--- src/hw/rtl/gvrs_ram.sv ---
module gvrs_ram #(
    parameter int WIDTH = 16,
    parameter int DEPTH = 256
) (
    input  logic                     aclk,
    input  logic                     wr_en,
    input  logic [$clog2(DEPTH)-1:0] wr_addr,
    input  logic [WIDTH-1:0]         wr_data,
    input  logic                     rd_en,
    input  logic [$clog2(DEPTH)-1:0] rd_addr,
    output logic [WIDTH-1:0]         rd_data
);

    logic [WIDTH-1:0] mem [DEPTH];

    always_ff @(posedge aclk) begin
        if (wr_en) begin
            mem[wr_addr] <= wr_data;
        end
        if (rd_en) begin
            rd_data <= mem[rd_addr];
        end
    end

endmodule

--- config.mk ---
export PLATFORM = sky130hd
export DESIGN_NAME = gvrs_ram
export DESIGN_NICKNAME = d
export VERILOG_FILES = /design/src/hw/rtl/gvrs_ram.sv
export SDC_FILE = /design/constraint.sdc
export NUM_CORES = 2
export LEC_CHECK = 0
export BUFFER_PORTS_ARGS = -buffer_cell sky130_fd_sc_hd__buf_2
export CORE_ASPECT_RATIO = 2
export CORE_MARGIN = 4
export CORE_UTILIZATION = 57
export DETAILED_ROUTE_END_ITERATION = 10
export GPL_TIMING_DRIVEN = 1
export PLACE_DENSITY = 0.76
export SKIP_LAST_GASP = 1
export SYNTH_ARGS = -nofsm -noshare
export SYNTH_HDL_FRONTEND = slang
export SYNTH_SLANG_ARGS = --single-unit
--- constraint.sdc ---
create_clock -name aclk -period 2.25 [get_ports aclk]
set_input_delay 0.1125 -clock aclk [delete_from_list [all_inputs] [get_ports aclk]]
set_output_delay 0.1125 -clock aclk [all_outputs]
set_load 0.02 [all_outputs]
==> out/metrics.cfg <==
[worst_setup_path]
start_kind = flip-flop
r2r_cells = 8
cp_data_required_time_ns = 2.88
arrival_ns = 3.20
worstSetupPathType = reg -> reg
critPathMaxFanout = 1
r2r-start = mem[131][11]$_DFFE_PP_
end_kind = flip-flop
r2r_slack_ns = -0.32
r2r-end = rd_data[11]$_DFFE_PP_

[global_routing]
grt_pass1_wl_um = 647900
grt_start_max_net_pins = 89
grt_pass1_vias = 85900
grt-ovfl-total = 0
gr-usage-all-layers = 0.3193
antenna_found_initial = 23

[floorplan]
fp.dieW_um = 381.3
die_y_um = 754.6
start_util = 0.5735
rows = 273
num_io_pins = 51
dieArea_mm2 = 0.2878
core_area_mm2 = 0.2770

[run_status]
violations = setup timing
run_status = finished, violations left

[pwr]
power.internal_uw = 120200
p_clk_frac = 0.383
p_total_uw = 152500
power.share.switching = 0.2121
comb_power_share = 0.062
power_frac_seq = 0.554
peakVddDrop_mv = 0.6157
p_sw_uw = 32360
p_leak_uw = 0.05998
power_per_cell_area_mw_per_mm2 = 821.7

[timing]
finalSetupViolCount = 16
worst_slack_ns = -0.3191
final_hold_viol_count = 0
period_share = 1.142
fmax_mhz = 389.2
slew_headroom = 0.3919
worstMarginPinSlew_ns = 0.9121
rsz0062_at_grt = true
skew_ns = 0.06045
slew_violations = 0
period_minus_slack_ns = 2.569

[clocking]
root_buffer = clkbuf_16
cts-htree-levels = 5
cts_tree = yes
cts.path.max_buffers = 4
clk_pin_slew_ns = 0.07
numCtsBuffers = 327
cts.sinks = 4112
clock_latency_ns = 0.92
cts_setup_buffers = 0

[routing]
drt_iter0_drc = 11630
drtPass1Iterations = 6
wire_per_inst_um = 37.06
viasPerCell = 6.739
vias = 83330
drc = 0
postRouteAntennaNets = 0
wl_um = 458300

[logic_synthesis]
synth_cell_types = 51
syn_nets = 7395
ys_seq_elements = 4112
synthesis.instances = 7360
synth_area_mm2 = 0.1589
avgSynthCellArea_um2 = 21.59
ys.flop_type = edfxtp_1
ys_async_sr_fraction = 0
seq_area_frac_synth = 0.7772
ys_warn_count = 0
synth_edf_count = 4112

[cells_and_area]
final_util = 0.6701
drive_gt1_frac = 0.2991
final_cell_mix = edfxtp_1, mux4_2, buf_4, mux2i_1, buf_12
layout.nets = 8421
syn_to_final_growth_pct = 16.84
n_fill_cell = 16540
layout_commonest_cell = edfxtp_1

[place]
place_congestion = 0.9643
hpwl_um = 296200
numPortBuffers = 50

[flow_run]
cap_violations = 0

[min_path]
hold_depth = 4
holdCritStartpoint = wr_en
hold_class = in -> reg
hold_end = mem[26][12]$_DFFE_PP_

[power by group through the flow]
stage               Combinational (uW)  Clock (uW)  Sequential [uW]
global route                      9790       62200            84500
finish                            9530       58500            84500
CTS                               9280       58900            84500
detailed placement                8990           0            86200
global placement                  8770           0            86200
floorplan                         4180           0            86200
[Yosys cell counts (2+ instances only)]
| master | n | area [um2] |
|---|---|---|
| mux2i_1 | 565 | 5655 |
| a221oi_1 | 28 | 245.2 |
| buf_1 | 27 | 101.4 |
| a22o_1 | 32 | 280.3 |
| buf_4 | 26 | 195.2 |
| mux2_2 | 88 | 991.0 |
| o32ai_1 | 20 | 175.2 |
| clkbuf_1 | 230 | 863.3 |
| nor2b_1 | 9 | 56.30 |
| buf_8 | 11 | 165.2 |
| buf_2 | 76 | 380.4 |
| and3_1 | 11 | 68.82 |
| o31ai_1 | 16 | 120.1 |
| buf_12 | 5 | 100.1 |
| o22ai_1 | 148 | 925.9 |
| o21ai_0 | 37 | 185.2 |
| nor4bb_1 | 2 | 20.02 |
| inv_1 | 3 | 11.26 |
| nand4_1 | 26 | 162.7 |
| nand4b_1 | 3 | 26.28 |
| nor4_1 | 17 | 106.4 |
| nand2b_1 | 3 | 18.77 |
| nand2_1 | 38 | 142.6 |
| and4_1 | 2 | 17.52 |
| nand3_1 | 35 | 175.2 |
| buf_6 | 77 | 867.1 |
| a31oi_1 | 6 | 37.54 |
| a22oi_1 | 43 | 322.8 |
| a2111oi_0 | 6 | 52.55 |
| edfxtp_1 | 4112 | 123500 |
| a21o_1 | 2 | 15.01 |
| or2_2 | 4 | 25.02 |
| a21oi_1 | 175 | 875.8 |
| or3_1 | 2 | 12.51 |
| nor3_1 | 92 | 460.4 |
| mux4_2 | 797 | 17950 |
| nor2_1 | 304 | 1141 |
| o221ai_1 | 252 | 2207 |
| a211oi_1 | 18 | 135.1 |
[cell type report]
class | instances | area (um2) | share of cell area
Clock buffer | 396 | 8612 | 0.04639
Timing Repair Buffer | 1149 | 13240 | 0.07135
Sequential cell | 4112 | 123500 | 0.6652
Antenna cell | 19 | 47.55 | 0.0002561
Inverter | 4 | 27.53 | 0.0001483
Tap cell | 3712 | 4644 | 0.02502
Clock inverter | 182 | 2008 | 0.01082
Multi-Input combinational cell | 2792 | 33570 | 0.1808
[stage by stage]
stage | setup TNS (ns) | instances | setup slack [ns] | hold WS, ns | instance area, um2
after detailed placement | -16.83 | 11750 | -1.407 | 0.5656 | 173900
final | -3.783 | 12370 | -0.3191 | 0.09375 | 185600
after CTS | -3.600 | 12350 | -0.3198 | 0.009791 | 185300
after floorplan | -14.44 | 7360 | -0.02750 | 0.2114 | 158900
after global routing | -4.093 | 12350 | -0.3476 | 0.1088 | 185600
after global placement | -16.39 | 11750 | -1.404 | 0.5637 | 173900
[kinds of logic (layout without fill, tap and decap cells)]
kind of cell,count (synthesis),in the layout,share of synthesized area
buf+inv,456,1731,0.01692
mux,1450,1450,0.1548
compound gates,786,786,0.03534
other cells,0,19,0
simple gates,556,556,0.01573
flops,4112,4112,0.7772
[state kept, by name, indices dropped and copies added (netlist names)]
name and cells:
rd_data 16, mem 4096
[per-layer routing]
| metal | part of all wire | vias to the layer above | global-route usage |
|---|---|---|---|
| met3 | 0.086 | 1411 | 0.05589 |
| met5 | 0.00019 | - | 0 |
| met4 | 0.10 | 12 | 0.2606 |
| met2 | 0.51 | 5376 | 0.5450 |
| met1 | 0.30 | 43250 | 0.3508 |
| li1 | - | 33290 | - |
[worst max-delay path, stage by stage, from the launching register on]
cell and delay (ns):
edfxtp_1 0.39, mux4_2 0.55, mux2_2 0.30, a221oi_2 0.31, buf_4 0.23, o31ai_2 0.13
o32ai_4 0.17, buf_4 0.18, nor4_1 0.05
[worst max-delay path by stage]
stage / start / depth (start not counted) / endpoint / slack (ns)
6_report: mem[131][11]$_DFFE_PP_ / 8 / rd_data[11]$_DFFE_PP_ / -0.32
5_1_grt: mem[131][11]$_DFFE_PP_ / 8 / rd_data[11]$_DFFE_PP_ / -0.35
4_1_cts: mem[15][1]$_DFFE_PP_ / 8 / rd_data[1]$_DFFE_PP_ / -0.32
3_5_place_dp: rd_addr[0] / 11 / rd_data[12]$_DFFE_PP_ / -1.41
3_3_place_gp: rd_addr[0] / 11 / rd_data[12]$_DFFE_PP_ / -1.40
2_1_floorplan: wr_addr[3] / 6 / mem[235][0]$_DFFE_PP_ / -0.03
[timing repair]
item	CTS	global route
hold buffers	23	0
hold endpoints to repair	2394	0
setup endpoints to repair	16	16
pin swaps	16	20
cloned	0	2
gates resized for setup	101	43
(Power assumes the default switching activity.)
